==> src/sslf_pkg.sv <==
// Shared constants, types and helpers for the step/stair/lift detector.
// Used by every module of the block; depends on nothing.
package sslf_pkg;

    // Sample and magnitude geometry
    localparam int SAMPLE_BITS = 16;
    localparam int SQ_BITS     = 2 * SAMPLE_BITS;            // sum of three squares fits
    localparam int ROOT_BITS   = SAMPLE_BITS;
    localparam int REM_BITS    = ROOT_BITS + 1;              // remainder <= 2 * root
    localparam int STEP_CNT_W  = $clog2(SAMPLE_BITS + 1);

    // Window and counters
    localparam int VAL_BITS    = 16;
    localparam int WINDOW_LEN  = 10;
    localparam int PTR_W       = $clog2(WINDOW_LEN);
    localparam int SUM_W       = VAL_BITS + $clog2(WINDOW_LEN);
    localparam int CNT_BITS    = 16;
    localparam int RUN_BITS    = 4;

    // Stream word widths
    localparam int IN_DATA_W   = 3 * SAMPLE_BITS;
    localparam int OUT_FIELD_W = 4 * CNT_BITS + 3;
    localparam int OUT_DATA_W  = ((OUT_FIELD_W + 7) / 8) * 8;

    // Configuration register indexes
    localparam int CFG_IDX_W = 3;
    localparam logic [CFG_IDX_W-1:0] CFG_STEP_THR   = 3'd0;
    localparam logic [CFG_IDX_W-1:0] CFG_STAIR_THR  = 3'd1;
    localparam logic [CFG_IDX_W-1:0] CFG_QUIET_THR  = 3'd2;
    localparam logic [CFG_IDX_W-1:0] CFG_IDLE_FILL  = 3'd3;
    localparam logic [CFG_IDX_W-1:0] CFG_LIFT_THR   = 3'd4;
    localparam logic [CFG_IDX_W-1:0] CFG_LIFT_CONF  = 3'd5;

    // Register reset values (8192 counts per g)
    localparam logic [VAL_BITS-1:0] RST_STEP_THR  = 16'd9830;   // 1.2 g
    localparam logic [VAL_BITS-1:0] RST_STAIR_THR = 16'd10977;  // 1.34 g
    localparam logic [VAL_BITS-1:0] RST_QUIET_THR = 16'd9503;   // 1.16 g
    localparam logic [VAL_BITS-1:0] RST_IDLE_FILL = 16'd8192;   // 1.00 g
    localparam logic [VAL_BITS-1:0] RST_LIFT_THR  = 16'd8602;   // 1.05 g
    localparam logic [RUN_BITS-1:0] RST_LIFT_CONF = 4'd3;

    typedef struct packed {
        logic [VAL_BITS-1:0] step_threshold;
        logic [VAL_BITS-1:0] stair_threshold;
        logic [VAL_BITS-1:0] quiet_threshold;
        logic [VAL_BITS-1:0] idle_fill;
        logic [VAL_BITS-1:0] lift_threshold;
        logic [RUN_BITS-1:0] lift_confirm;
    } cfg_t;

    typedef struct packed {
        logic                lift_seen;
        logic                stair_seen;
        logic                step_seen;
        logic [VAL_BITS-1:0] magnitude;
        logic [CNT_BITS-1:0] lift_total;
        logic [CNT_BITS-1:0] stair_total;
        logic [CNT_BITS-1:0] step_total;
    } res_t;

    // Saturating counter increment
    function automatic logic [CNT_BITS-1:0] sat_inc(input logic [CNT_BITS-1:0] c);
        sat_inc = (c == {CNT_BITS{1'b1}}) ? c : c + 1'b1;
    endfunction

endpackage

==> src/sslf_sqsum.sv <==
// Bit-serial sum of squares of the three axes, one multiplier bit per cycle.
// Depends on sslf_pkg.
module sslf_sqsum (
    input  logic                                aclk,
    input  logic                                aresetn,
    input  logic                                start,
    input  logic [sslf_pkg::SAMPLE_BITS-1:0]    ax,
    input  logic [sslf_pkg::SAMPLE_BITS-1:0]    ay,
    input  logic [sslf_pkg::SAMPLE_BITS-1:0]    az,
    output logic                                done,
    output logic [sslf_pkg::SQ_BITS-1:0]        sum
);

    localparam int S  = sslf_pkg::SAMPLE_BITS;
    localparam int SQ = sslf_pkg::SQ_BITS;

    logic [S-1:0]  mx_reg, my_reg, mz_reg;     // multiplicands
    logic [S-1:0]  bx_reg, by_reg, bz_reg;     // multiplier bits, MSB first
    logic [SQ-1:0] acc_reg, acc_next;
    logic [sslf_pkg::STEP_CNT_W-1:0] cnt_reg;
    logic          done_reg;

    function automatic logic [S-1:0] abs_val(input logic [S-1:0] v);
        abs_val = v[S-1] ? (~v + 1'b1) : v;
    endfunction

    // Horner step: shift the partial sum, add the selected multiplicands
    always_comb begin
        acc_next = {acc_reg[SQ-2:0], 1'b0}
                 + (bx_reg[S-1] ? SQ'(mx_reg) : '0)
                 + (by_reg[S-1] ? SQ'(my_reg) : '0)
                 + (bz_reg[S-1] ? SQ'(mz_reg) : '0);
    end

    // Control
    always_ff @(posedge aclk) begin
        if (!aresetn) begin
            cnt_reg  <= '0;
            done_reg <= 1'b0;
        end else begin
            done_reg <= (cnt_reg == sslf_pkg::STEP_CNT_W'(1)) && !start;
            if (start) begin
                cnt_reg <= sslf_pkg::STEP_CNT_W'(S);
            end else if (cnt_reg != '0) begin
                cnt_reg <= cnt_reg - 1'b1;
            end
        end
    end

    // Datapath
    always_ff @(posedge aclk) begin
        if (start) begin
            mx_reg  <= abs_val(ax);
            my_reg  <= abs_val(ay);
            mz_reg  <= abs_val(az);
            bx_reg  <= abs_val(ax);
            by_reg  <= abs_val(ay);
            bz_reg  <= abs_val(az);
            acc_reg <= '0;
        end else if (cnt_reg != '0) begin
            acc_reg <= acc_next;
            bx_reg  <= {bx_reg[S-2:0], 1'b0};
            by_reg  <= {by_reg[S-2:0], 1'b0};
            bz_reg  <= {bz_reg[S-2:0], 1'b0};
        end
    end

    assign done = done_reg;
    assign sum  = acc_reg;

endmodule

==> src/sslf_isqrt.sv <==
// Digit-serial integer square root, one root bit per cycle (restoring).
// Depends on sslf_pkg.
module sslf_isqrt (
    input  logic                                aclk,
    input  logic                                aresetn,
    input  logic                                start,
    input  logic [sslf_pkg::SQ_BITS-1:0]        radicand,
    output logic                                done,
    output logic [sslf_pkg::ROOT_BITS-1:0]      root
);

    localparam int SQ = sslf_pkg::SQ_BITS;
    localparam int R  = sslf_pkg::ROOT_BITS;
    localparam int RM = sslf_pkg::REM_BITS;

    logic [SQ-1:0]   rad_reg;
    logic [RM-1:0]   rem_reg, rem_next;
    logic [R-1:0]    root_reg;
    logic [RM+1:0]   rem_sh, trial, rem_diff;
    logic            ge;
    logic [sslf_pkg::STEP_CNT_W-1:0] cnt_reg;
    logic            done_reg;

    // Bring down two radicand bits, try root*4+1
    always_comb begin
        rem_sh   = {rem_reg, rad_reg[SQ-1 -: 2]};
        trial    = {1'b0, root_reg, 2'b01};
        ge       = rem_sh >= trial;
        rem_diff = rem_sh - trial;
        rem_next = ge ? rem_diff[RM-1:0] : rem_sh[RM-1:0];
    end

    // Control
    always_ff @(posedge aclk) begin
        if (!aresetn) begin
            cnt_reg  <= '0;
            done_reg <= 1'b0;
        end else begin
            done_reg <= (cnt_reg == sslf_pkg::STEP_CNT_W'(1)) && !start;
            if (start) begin
                cnt_reg <= sslf_pkg::STEP_CNT_W'(R);
            end else if (cnt_reg != '0) begin
                cnt_reg <= cnt_reg - 1'b1;
            end
        end
    end

    // Datapath
    always_ff @(posedge aclk) begin
        if (start) begin
            rad_reg  <= radicand;
            rem_reg  <= '0;
            root_reg <= '0;
        end else if (cnt_reg != '0) begin
            rad_reg  <= {rad_reg[SQ-3:0], 2'b00};
            rem_reg  <= rem_next;
            root_reg <= {root_reg[R-2:0], ge};
        end
    end

    assign done = done_reg;
    assign root = root_reg;

endmodule

==> src/sslf_track.sv <==
// Threshold tests, sliding window, lift run tracking and saturating counters.
// Depends on sslf_pkg.
module sslf_track (
    input  logic                            aclk,
    input  logic                            aresetn,
    input  sslf_pkg::cfg_t                  cfg,
    input  logic                            sample_en,   // magnitude is ready
    input  logic [sslf_pkg::VAL_BITS-1:0]   mag,
    input  logic                            commit_en,   // finish the item
    input  logic                            clear_op,
    output sslf_pkg::res_t                  res
);

    localparam int W  = sslf_pkg::VAL_BITS;
    localparam int SW = sslf_pkg::SUM_W;
    localparam int PW = sslf_pkg::PTR_W;
    localparam int RB = sslf_pkg::RUN_BITS;
    localparam int CB = sslf_pkg::CNT_BITS;
    localparam int WL = sslf_pkg::WINDOW_LEN;

    logic [W-1:0]  win_reg [WL];
    logic [PW-1:0] ptr_reg, ptr_next;
    logic [SW-1:0] sum_reg, sum_next;
    logic [RB-1:0] run_reg, run_mid, run_inc, confirm;
    logic          grace_reg;
    logic [CB-1:0] steps_reg, stairs_reg, lifts_reg;
    logic [CB-1:0] steps_new, stairs_new, lifts_new;
    logic [W-1:0]  mag_reg;
    logic          step_seen_reg, stair_seen_reg;

    logic          step_hit, stair_hit;
    logic [W-1:0]  fill;
    logic [SW-1:0] lift_limit;
    logic          lift_like, trip, keep;

    // Sample stage: threshold tests and new window value
    always_comb begin
        step_hit  = mag >= cfg.step_threshold;
        stair_hit = mag >= cfg.stair_threshold;
        fill      = cfg.idle_fill;
        if (step_hit) begin
            fill = '0;
        end
        if (mag <= cfg.quiet_threshold) begin
            fill = mag;
        end
        sum_next = sum_reg - SW'(win_reg[ptr_reg]) + SW'(fill);
        ptr_next = (ptr_reg == PW'(WL - 1)) ? '0 : ptr_reg + 1'b1;
    end

    // Commit stage: average test and lift run
    always_comb begin
        lift_limit = SW'(cfg.lift_threshold) * SW'(WL);
        lift_like  = sum_reg >= lift_limit;
        run_inc    = run_reg + 1'b1;
        priority if (lift_like) begin
            run_mid = run_inc;
        end else if (grace_reg) begin
            run_mid = run_reg;
        end else begin
            run_mid = '0;
        end
        confirm    = (cfg.lift_confirm == '0) ? RB'(1) : cfg.lift_confirm;
        trip       = run_mid >= confirm;
        keep       = !clear_op;
        steps_new  = step_seen_reg  ? sslf_pkg::sat_inc(steps_reg)  : steps_reg;
        stairs_new = stair_seen_reg ? sslf_pkg::sat_inc(stairs_reg) : stairs_reg;
        lifts_new  = trip           ? sslf_pkg::sat_inc(lifts_reg)  : lifts_reg;
    end

    // Result word for the item being committed
    always_comb begin
        res.step_total  = keep ? steps_new  : '0;
        res.stair_total = keep ? stairs_new : '0;
        res.lift_total  = keep ? lifts_new  : '0;
        res.magnitude   = keep ? mag_reg    : '0;
        res.step_seen   = keep && step_seen_reg;
        res.stair_seen  = keep && stair_seen_reg;
        res.lift_seen   = keep && trip;
    end

    // Control and state registers
    always_ff @(posedge aclk) begin
        if (!aresetn) begin
            for (int i = 0; i < WL; i++) begin
                win_reg[i] <= '0;
            end
            ptr_reg    <= '0;
            sum_reg    <= '0;
            run_reg    <= '0;
            grace_reg  <= 1'b0;
            steps_reg  <= '0;
            stairs_reg <= '0;
            lifts_reg  <= '0;
        end else if (sample_en) begin
            win_reg[ptr_reg] <= fill;
            sum_reg          <= sum_next;
            ptr_reg          <= ptr_next;
        end else if (commit_en) begin
            if (clear_op) begin
                steps_reg  <= '0;
                stairs_reg <= '0;
                lifts_reg  <= '0;
            end else begin
                steps_reg  <= steps_new;
                stairs_reg <= stairs_new;
                lifts_reg  <= lifts_new;
                grace_reg  <= lift_like;
                run_reg    <= trip ? '0 : run_mid;
                // Lift trip empties the window
                if (trip) begin
                    for (int i = 0; i < WL; i++) begin
                        win_reg[i] <= '0;
                    end
                    sum_reg <= '0;
                end
            end
        end
    end

    // Per-sample results held for the commit stage
    always_ff @(posedge aclk) begin
        if (sample_en) begin
            mag_reg        <= mag;
            step_seen_reg  <= step_hit;
            stair_seen_reg <= stair_hit;
        end
    end

endmodule

==> src/step_stair_lift_detector.sv <==
// Step, stair and lift detector for three-axis accelerometer samples.
// Input words enter on s_*, result words leave on m_*, settings on cfg_*.
// A sample word (s_tuser = 0) has its three axes squared and summed, one
// multiplier bit per cycle, then reduced by a bit-serial square root,
// then the window and counters are updated. A clear word (s_tuser = 1)
// zeroes the step, stair and lift counters and returns an all-zero result.
// One word is in work at a time: a sample word passes the squaring unit,
// the root unit, the window update and the commit step in order; a clear
// word goes straight to the commit step.
// s_tready is high only while no word is in work; a new word may be taken
// while the previous result still sits in the output register.
// If the receiver stalls, the finished word waits until the output register
// frees up; later words wait behind it.
// Reset (aresetn low, synchronous) loads the default thresholds, empties
// the window and zeroes all counters. cfg_ready is always high; writes are
// meant for idle periods. Unknown register indexes are ignored.
// Depends on sslf_pkg, sslf_sqsum, sslf_isqrt and sslf_track.
module step_stair_lift_detector (
    input  logic                                aclk,
    input  logic                                aresetn,
    // Sample channel
    input  logic                                s_tvalid,
    output logic                                s_tready,
    input  logic [sslf_pkg::IN_DATA_W-1:0]      s_tdata,   // accel_x, accel_y, accel_z
    input  logic [0:0]                          s_tuser,   // op
    // Result channel
    output logic                                m_tvalid,
    input  logic                                m_tready,
    // step_total, stair_total, lift_total, magnitude, step_seen, stair_seen,
    // lift_seen, zero pad
    output logic [sslf_pkg::OUT_DATA_W-1:0]     m_tdata,
    // Configuration channel
    input  logic                                cfg_valid,
    output logic                                cfg_ready,
    input  logic [sslf_pkg::CFG_IDX_W-1:0]      cfg_index,
    input  logic [sslf_pkg::VAL_BITS-1:0]       cfg_data
);

    localparam int S = sslf_pkg::SAMPLE_BITS;

    // Sequencer states
    localparam logic [1:0] ST_IDLE = 2'd0;
    localparam logic [1:0] ST_SQR  = 2'd1;
    localparam logic [1:0] ST_ROOT = 2'd2;
    localparam logic [1:0] ST_DONE = 2'd3;

    logic [1:0] state_reg, state_next;
    logic       clear_op_reg;
    logic       accept, sq_start, sq_done, root_start, root_done, sample_en, commit;
    logic [sslf_pkg::SQ_BITS-1:0]   sq_sum;
    logic [sslf_pkg::ROOT_BITS-1:0] root;
    sslf_pkg::cfg_t cfg_reg;
    sslf_pkg::res_t res;
    logic                           m_tvalid_reg;
    logic [sslf_pkg::OUT_DATA_W-1:0] m_tdata_reg;

    // Handshakes
    assign s_tready   = (state_reg == ST_IDLE);
    assign accept     = s_tvalid && s_tready;
    assign sq_start   = accept && !s_tuser[0];
    assign root_start = (state_reg == ST_SQR) && sq_done;
    assign sample_en  = (state_reg == ST_ROOT) && root_done;
    assign commit     = (state_reg == ST_DONE) && (!m_tvalid_reg || m_tready);
    assign cfg_ready  = 1'b1;

    // Sequencer
    always_comb begin
        state_next = state_reg;
        unique case (state_reg)
            ST_IDLE: begin
                if (accept) begin
                    state_next = s_tuser[0] ? ST_DONE : ST_SQR;
                end
            end
            ST_SQR: begin
                if (sq_done) begin
                    state_next = ST_ROOT;
                end
            end
            ST_ROOT: begin
                if (root_done) begin
                    state_next = ST_DONE;
                end
            end
            ST_DONE: begin
                if (commit) begin
                    state_next = ST_IDLE;
                end
            end
        endcase
    end

    always_ff @(posedge aclk) begin
        if (!aresetn) begin
            state_reg    <= ST_IDLE;
            clear_op_reg <= 1'b0;
        end else begin
            state_reg <= state_next;
            if (accept) begin
                clear_op_reg <= s_tuser[0];
            end
        end
    end

    // Configuration registers
    always_ff @(posedge aclk) begin
        if (!aresetn) begin
            cfg_reg.step_threshold  <= sslf_pkg::RST_STEP_THR;
            cfg_reg.stair_threshold <= sslf_pkg::RST_STAIR_THR;
            cfg_reg.quiet_threshold <= sslf_pkg::RST_QUIET_THR;
            cfg_reg.idle_fill       <= sslf_pkg::RST_IDLE_FILL;
            cfg_reg.lift_threshold  <= sslf_pkg::RST_LIFT_THR;
            cfg_reg.lift_confirm    <= sslf_pkg::RST_LIFT_CONF;
        end else if (cfg_valid && cfg_ready) begin
            unique case (cfg_index)
                sslf_pkg::CFG_STEP_THR:  cfg_reg.step_threshold  <= cfg_data;
                sslf_pkg::CFG_STAIR_THR: cfg_reg.stair_threshold <= cfg_data;
                sslf_pkg::CFG_QUIET_THR: cfg_reg.quiet_threshold <= cfg_data;
                sslf_pkg::CFG_IDLE_FILL: cfg_reg.idle_fill       <= cfg_data;
                sslf_pkg::CFG_LIFT_THR:  cfg_reg.lift_threshold  <= cfg_data;
                sslf_pkg::CFG_LIFT_CONF: cfg_reg.lift_confirm    <=
                                             cfg_data[sslf_pkg::RUN_BITS-1:0];
                default: ;
            endcase
        end
    end

    // Serial units
    sslf_sqsum u_sqsum (
        .aclk     (aclk),
        .aresetn  (aresetn),
        .start    (sq_start),
        .ax       (s_tdata[S-1:0]),
        .ay       (s_tdata[2*S-1:S]),
        .az       (s_tdata[3*S-1:2*S]),
        .done     (sq_done),
        .sum      (sq_sum)
    );

    sslf_isqrt u_isqrt (
        .aclk     (aclk),
        .aresetn  (aresetn),
        .start    (root_start),
        .radicand (sq_sum),
        .done     (root_done),
        .root     (root)
    );

    // Root never exceeds the magnitude range for three 16-bit axes
    sslf_track u_track (
        .aclk      (aclk),
        .aresetn   (aresetn),
        .cfg       (cfg_reg),
        .sample_en (sample_en),
        .mag       (sslf_pkg::VAL_BITS'(root)),
        .commit_en (commit),
        .clear_op  (clear_op_reg),
        .res       (res)
    );

    // Output register
    always_ff @(posedge aclk) begin
        if (!aresetn) begin
            m_tvalid_reg <= 1'b0;
        end else if (commit) begin
            m_tvalid_reg <= 1'b1;
        end else if (m_tready) begin
            m_tvalid_reg <= 1'b0;
        end
    end

    always_ff @(posedge aclk) begin
        if (commit) begin
            m_tdata_reg <= sslf_pkg::OUT_DATA_W'({res.lift_seen, res.stair_seen,
                                                  res.step_seen, res.magnitude,
                                                  res.lift_total, res.stair_total,
                                                  res.step_total});
        end
    end

    assign m_tvalid = m_tvalid_reg;
    assign m_tdata  = m_tdata_reg;

endmodule

==> config.mk <==
export PLATFORM = sky130hd
export DESIGN_NAME = step_stair_lift_detector
export DESIGN_NICKNAME = d
export VERILOG_FILES = /design/src/sslf_pkg.sv /design/src/sslf_sqsum.sv /design/src/sslf_isqrt.sv /design/src/sslf_track.sv /design/src/step_stair_lift_detector.sv
export SDC_FILE = /design/constraint.sdc
export NUM_CORES = 2
export LEC_CHECK = 0
export BUFFER_PORTS_ARGS = -buffer_cell sky130_fd_sc_hd__buf_2
export CAP_MARGIN = 10
export CORE_MARGIN = 2
export CORE_UTILIZATION = 40
export DETAILED_ROUTE_END_ITERATION = 6
export PLACE_DENSITY = 0.57
export SYNTH_ARGS = -nofsm -noshare
export SYNTH_HDL_FRONTEND = slang
export SYNTH_SLANG_ARGS = --single-unit
export TNS_END_PERCENT = 50
==> constraint.sdc <==
create_clock -name aclk -period 9.2 [get_ports aclk]
set_input_delay 2.3 -clock aclk [delete_from_list [all_inputs] [get_ports aclk]]
set_output_delay 2.3 -clock aclk [all_outputs]
set_load 0.05 [all_outputs]
=== After elaboration in Yosys (flattened, before gate mapping) ===
Memory sizes are Yosys's and may differ from the RTL's. A register that Yosys moved wholly into a read port is not among the register bits.
Index checks and enable logic that the tools add are counted.

* Register bits after elaboration: 455
* RAM bits: 160
* Bits of input ports: 73
* Output and inout bits: 75
* Word-level logic and storage cells: 207
* Memories: 1

{| class="wikitable"
|+ Memory list
! memory !! words !! bits a word !! read ports !! clocked after memory_dff !! write ports !! RTL line !! source
|-
| u_track.win_reg || 10 || 16 || 1 || 1 || 10 || sslf_track.sv:21 || <nowiki>logic [W-1:0] win_reg [WL];</nowiki>
|}

* Add/sub/neg operators: 16
* $mul: 1
* Magnitude comparators: 6
* Eq/ne operators: 19
* Mux-type cells: 72
* Bitwise logic cells: 16
* Reduce and logical (&&, ||, !) cells: 39

{| class="wikitable"
|+ Operators with widths
! operator !! count
|-
| 16-bit 2-to-1 mux || 34
|-
| 16-bit by 1-bit adder with 16-bit output, second input constant || 6
|-
| 32-bit adder || 3
|-
| 20-bit 2-to-1 mux || 4
|-
| 32-bit 2-to-1 mux || 2
|-
| 16-bit equality test, second input constant || 3
|-
| 16-bit inverter || 3
|-
| 16-bit greater-or-equal comparator || 2
|-
| 4-bit 2-to-1 mux || 8
|-
| 20-bit by 16-bit adder with 20-bit output || 1
|-
| 20-bit greater-or-equal comparator || 1
|-
| 5-bit 2-to-1 mux || 4
|-
| 20-bit by 16-bit subtractor with 20-bit output || 1
|-
| 19-bit by 18-bit greater-or-equal comparator with 1-bit output || 1
|-
| 16-bit by 3-bit multiplier with 19-bit output, second input constant || 1
|-
| 17-bit 2-to-1 mux || 1
|-
| 17-bit subtractor || 1
|-
| 16-bit less-or-equal comparator || 1
|-
| 16-bit OR reduction || 1
|-
| 2-bit AND reduction || 7
|-
| 1-bit 2-to-1 mux || 13
|-
| 5-bit by 1-bit equality test with 1-bit output, second input constant || 2
|-
| 1-bit logical AND || 10
|-
| 2-bit 2-to-1 mux || 5
|-
| 24 further kinds || 54
|}

=== Depth between registers and ports, before layout ===
* Depth after elaboration: 12
* Mapped depth: 30
* Gate-level depth less buffers: 28

=== Hierarchy ===
Synthesis repeated with hierarchy kept, for this count alone.

* Cells, all modules: 3411
* Area, all modules: 37249.5 um2

{| class="wikitable"
|+ Modules (own cells, without submodules)
! module !! instances !! cells an instance !! area an instance (um2) !! sequential area each (um2)
|-
| sslf_track || 1 || 1774 || 19683.9 || 9849.4
|-
| sslf_sqsum || 1 || 729 || 7988.9 || 3643.5
|-
| step_stair_lift_detector || 1 || 482 || 5530.3 || 3773.6
|-
| sslf_isqrt || 1 || 426 || 4046.4 || 1741.7
|}

=== Least setup slack after synthesis ===
Ideal clock, no wire load.

* Kind: register to register
* Start: register cfg_reg[6] in the netlist's numbering
* End: memory u_track.win_reg[0][0] in the netlist's numbering (enable)
* Library setup time: 0.364 ns
* Arrival: 5.832 ns
* Required time: 8.836 ns
* Setup slack: 3.005 ns
* Cell stages (with the launch flop): 29
* Path buffers: 3
* Clock period less this slack: 6.195 ns
* Cell sequence: dfxtp_1 > ha_1 > ha_1 > a21o_1 > a21o_1 > a21oi_1 > o211ai_1 > o31ai_1 > a21oi_1 > a21oi_1 > xor2_1 > ha_1 > a21o_1 > a21o_1 > a21oi_1 > o21ai_0 > nor2_1 > clkbuf_1 > nor2b_1 > a31o_2 > ha_1 > a21o_1 > a21o_1 > a21oi_1 > buf_2 > buf_2 > nor2_1 > nor2_2 > nand2_1

{| class="wikitable"
|+ RTL lines
! what !! RTL line !! source
|-
| from (decl) || step_stair_lift_detector.sv:52 || <nowiki>sslf_pkg::cfg_t cfg_reg;</nowiki>
|-
| to (decl) || sslf_track.sv:21 ||
|}

==> impl_metrics.xml <==
<?xml version="1.0" encoding="UTF-8"?>
<metrics>
  <group name="synth">
    <metric name="ys_top_cells_by_area" unit="">sky130_fd_sc_hd__edfxtp_1 (38%), sky130_fd_sc_hd__dfxtp_1 (13%), sky130_fd_sc_hd__nand2_1 (6.0%), sky130_fd_sc_hd__ha_1 (5.8%), sky130_fd_sc_hd__mux4_2 (4.9%)</metric>
    <metric name="synth_flop_cell" unit="">sky130_fd_sc_hd__edfxtp_1</metric>
    <metric name="synth_top_area_cell" unit="">sky130_fd_sc_hd__edfxtp_1</metric>
    <metric name="yosys.cell_types.count" unit="">92</metric>
    <metric name="synth.top_cell.area_share" unit="">0.3818</metric>
    <metric name="postSynthAreaPerCell" unit="um2">10.55</metric>
    <metric name="ffs_latches_synth" unit="">715</metric>
    <metric name="async_sr_flop_fraction" unit="">0</metric>
    <metric name="post_synth_inst_count" unit="">3496</metric>
    <metric name="synth.cell_area" unit="um2">36890</metric>
    <metric name="ys_warnings" unit="">0</metric>
    <metric name="synth_edf_count" unit="">469</metric>
    <metric name="synth-seq-area-share" unit="">0.5153</metric>
  </group>
  <group name="floorplanning">
    <metric name="die_w" unit="um">307.7</metric>
    <metric name="floorplan.initialDensity" unit="">0.4030</metric>
    <metric name="std_cell_rows" unit="">111</metric>
    <metric name="die_h" unit="um">307.7</metric>
    <metric name="core_region_area" unit="um2">91520</metric>
    <metric name="pin_count" unit="">148</metric>
    <metric name="die_area" unit="um2">94660</metric>
  </group>
  <group name="clock_network">
    <metric name="ctsResizeCount" unit="">0</metric>
    <metric name="cts.hold.buffers_added" unit="">0</metric>
    <metric name="cts_made_buffers" unit="">80</metric>
    <metric name="ctsHtreeMaxLevel" unit="">3</metric>
    <metric name="clk_pin_slew_worst_paths" unit="ns">0.06</metric>
    <metric name="tritoncts_clock_tree" unit="">built</metric>
    <metric name="skew_pair_late_insertion_delay" unit="ns">0.67</metric>
    <metric name="cts_sinks" unit="">715</metric>
    <metric name="clockRootBuffer" unit="">sky130_fd_sc_hd__clkbuf_16</metric>
    <metric name="postCtsSetupBuffers" unit="">0</metric>
    <metric name="cts_buffer_depth" unit="">3</metric>
  </group>
  <group name="grt">
    <metric name="wire_length_of_the_first_global_routing_pass" unit="um">143800</metric>
    <metric name="globalRouteOverflowTotal" unit="">0</metric>
    <metric name="global_route.usage.total" unit="">0.1944</metric>
    <metric name="grt_pass1_vias" unit="">24940</metric>
    <metric name="antenna_found_initial" unit="">3</metric>
    <metric name="grt_start_max_net_pins" unit="">84</metric>
  </group>
  <group name="placement">
    <metric name="post-place-ws" unit="ns">2.044</metric>
    <metric name="hpwl_after_detailed_placement" unit="um">62270</metric>
    <metric name="globalplace.congestion" unit="">0.8148</metric>
    <metric name="placedCellCount" unit="">4698</metric>
    <metric name="portBuffers" unit="">141</metric>
  </group>
  <group name="critical_path">
    <metric name="r2r_start" unit="">cfg_reg[7]</metric>
    <metric name="crit_end" unit="">u_track.win_reg[9][13]</metric>
    <metric name="cp_max_fo" unit="">23</metric>
    <metric name="crit-reg2reg-capture" unit="">u_track.win_reg[9][13]</metric>
    <metric name="worstSetupStartpointType" unit="">flop</metric>
    <metric name="worst_ep_arrival_time" unit="ns">7.40</metric>
    <metric name="worst-r2r-cell-count" unit="">27</metric>
    <metric name="cp_slowest_stage_delay" unit="ns">0.72</metric>
    <metric name="reg2reg_slack" unit="ns">1.96</metric>
    <metric name="crit_path_start" unit="">cfg_reg[7]</metric>
    <metric name="critPathRequiredTime" unit="ns">9.36</metric>
    <metric name="worst_path_max_delay_cell" unit="">sky130_fd_sc_hd__nand2_1</metric>
    <metric name="cp-end-kind" unit="">flop</metric>
    <metric name="worst-setup-path-type" unit="">reg -&gt; reg</metric>
  </group>
  <group name="route">
    <metric name="drt_pass_1_iters" unit="">6</metric>
    <metric name="vias" unit="">25637</metric>
    <metric name="post-route-drc-count" unit="">0</metric>
    <metric name="avgRoutedWirePerCell" unit="um">18.89</metric>
    <metric name="vias_per_cell" unit="">5.289</metric>
    <metric name="drt_iter0_markers" unit="">1771</metric>
    <metric name="drt-total-wl" unit="um">91570</metric>
    <metric name="route.antenna.remaining_nets" unit="">0</metric>
  </group>
  <group name="flow_run">
    <metric name="max-cap-violations" unit="">0</metric>
  </group>
  <group name="timing">
    <metric name="worst_slack" unit="ns">1.957</metric>
    <metric name="report.final.slew_viol_count" unit="">0</metric>
    <metric name="finalWorstPathRequiredPeriod" unit="ns">7.243</metric>
    <metric name="max_frequency" unit="GHz">0.1381</metric>
    <metric name="worst_slew_pin_slew" unit="ns">1.200</metric>
    <metric name="timing.slew.headroom" unit="">0.1967</metric>
    <metric name="fin_tns_setup" unit="ns">0</metric>
    <metric name="post-route-period-util" unit="">0.7872</metric>
    <metric name="setup_viol" unit="">0</metric>
    <metric name="grt_setup_unrepaired" unit="">false</metric>
    <metric name="finClkSkew" unit="ns">0.03682</metric>
    <metric name="finalHoldViolations" unit="">0</metric>
  </group>
  <group name="pwr">
    <metric name="vdd.ir_drop.worst" unit="mV">0.1756</metric>
    <metric name="static-leakage-power" unit="nW">16.11</metric>
    <metric name="power_per_cell_area" unit="nW/um2">315.5</metric>
  </group>
  <group name="min_path">
    <metric name="hold_path.class" unit="">reg -&gt; reg</metric>
  </group>
  <group name="final_layout">
    <metric name="drive_gt1_frac" unit="">0.1235</metric>
    <metric name="largest_reg_flops" unit="">256</metric>
    <metric name="leading_cell_type_in_the_layout_fill_and_taps_excluded" unit="">sky130_fd_sc_hd__nand2_1</metric>
    <metric name="finish.cell_count_without_fillers" unit="">4847</metric>
    <metric name="nNetsFinal" unit="">3887</metric>
    <metric name="layout.cells.most_common_list" unit="">sky130_fd_sc_hd__nand2_1 (589), sky130_fd_sc_hd__edfxtp_1 (469), sky130_fd_sc_hd__nor2_1 (362)</metric>
    <metric name="area_delta_synth_final" unit="%">11.97</metric>
  </group>
  <group name="status">
    <metric name="run_status" unit="">finished clean</metric>
  </group>
</metrics>
-- cells in the mapped netlist (13+ instances only) --
cell type and n:
sky130_fd_sc_hd__a211oi_1 45, sky130_fd_sc_hd__a21boi_0 53, sky130_fd_sc_hd__a21o_1 57, sky130_fd_sc_hd__a21oi_1 179, sky130_fd_sc_hd__a22oi_1 17, sky130_fd_sc_hd__a31oi_1 17
sky130_fd_sc_hd__and2_1 16, sky130_fd_sc_hd__and3_1 25, sky130_fd_sc_hd__buf_1 16, sky130_fd_sc_hd__buf_2 21, sky130_fd_sc_hd__buf_4 18, sky130_fd_sc_hd__clkbuf_1 118
sky130_fd_sc_hd__dfxtp_1 246, sky130_fd_sc_hd__edfxtp_1 469, sky130_fd_sc_hd__fa_1 49, sky130_fd_sc_hd__ha_1 171, sky130_fd_sc_hd__inv_1 237, sky130_fd_sc_hd__mux2i_1 18
sky130_fd_sc_hd__mux4_2 80, sky130_fd_sc_hd__nand2_1 591, sky130_fd_sc_hd__nand2b_1 25, sky130_fd_sc_hd__nand3_1 53, sky130_fd_sc_hd__nand4_1 27, sky130_fd_sc_hd__nor2_1 362
sky130_fd_sc_hd__nor2b_1 44, sky130_fd_sc_hd__nor3_1 37, sky130_fd_sc_hd__nor4_1 13, sky130_fd_sc_hd__o211ai_1 33, sky130_fd_sc_hd__o21a_1 19, sky130_fd_sc_hd__o21ai_0 124
sky130_fd_sc_hd__o31ai_1 14, sky130_fd_sc_hd__xnor2_1 89, sky130_fd_sc_hd__xor2_1 47
-- cells by family after synthesis --
kind of cell               Yosys count  share of synthesized area
xor gates and xnor gates           136                    0.03229
DFF                                715                     0.5153
other                                2                  0.0002036
AOI/OAI and AO/OA                  652                     0.1189
and+or+nand+nor                   1249                     0.1466
adders and majority gates          220                    0.08460
buffers and inverters              417                    0.04620
muxes                              105                    0.05587
-- critical path, delay by kind of cell, from the launching register on --
family / cells / cell delay [ns]
AO/OA/AOI/OAI: 13 / 2.32
XOR/XNOR: 1 / 0.19
adder cells (fa/ha/maj): 5 / 1.40
buffers and inverters: 1 / 0.29
flip-flops: 1 / 0.36
AND/OR/NAND/NOR: 7 / 2.17
-- stage by stage --
stage | total power [mW] | hold slack [ns] | utilization | instance area, um2
after floorplan | 8.580 | 0.4319 | - | 36900
after global placement | 9.842 | 0.4405 | 0.4226 | 38680
after detailed placement | 9.881 | 0.4433 | 0.4226 | 38680
after CTS | 13.14 | 0.4518 | 0.4512 | 41300
after global routing | 13.96 | 0.4735 | 0.4512 | 41300
final | 13.03 | 0.4523 | 0.4513 | 41300
-- cell type report --
cell class	count	area [um2]
antenna	1	2.502
clock buffer	103	2140
clock inverter	45	480.5
fill	8533	50220
inverter	238	894.6
multi-input combinational	2368	16200
sequential	715	19010
tap	1186	1484
timing repair buffer	191	1084
-- worst min-delay path by stage --
stage	startpoint	to	slack, ns	cells after the start
floorplan	u_sqsum.sum[0]	u_sqsum.sum[0]	0.43	2
global placement	u_sqsum.sum[0]	u_sqsum.sum[0]	0.44	2
detailed placement	u_sqsum.sum[0]	u_sqsum.sum[0]	0.44	2
CTS	u_sqsum.sum[0]	u_sqsum.sum[0]	0.45	2
global route	u_sqsum.sum[0]	u_sqsum.sum[0]	0.47	2
finish	u_sqsum.sum[0]	u_sqsum.sum[0]	0.45	2
-- per-layer routing --
| metal | up-vias | part of all wire | global-route usage |
|---|---|---|---|
| met5 | - | 0 | 0 |
| met4 | 0 | 0.028 | 0.06126 |
| met3 | 136 | 0.040 | 0.02670 |
| met2 | 523 | 0.48 | 0.3297 |
| met1 | 12468 | 0.45 | 0.2571 |
| li1 | 12510 | - | - |
-- where the power goes --
group	internal, mW	switching [mW]
Sequential	4.16	0.403
Combinational	1.98	3.26
Clock	1.86	1.37
Power figures use the tool's default switching activity.
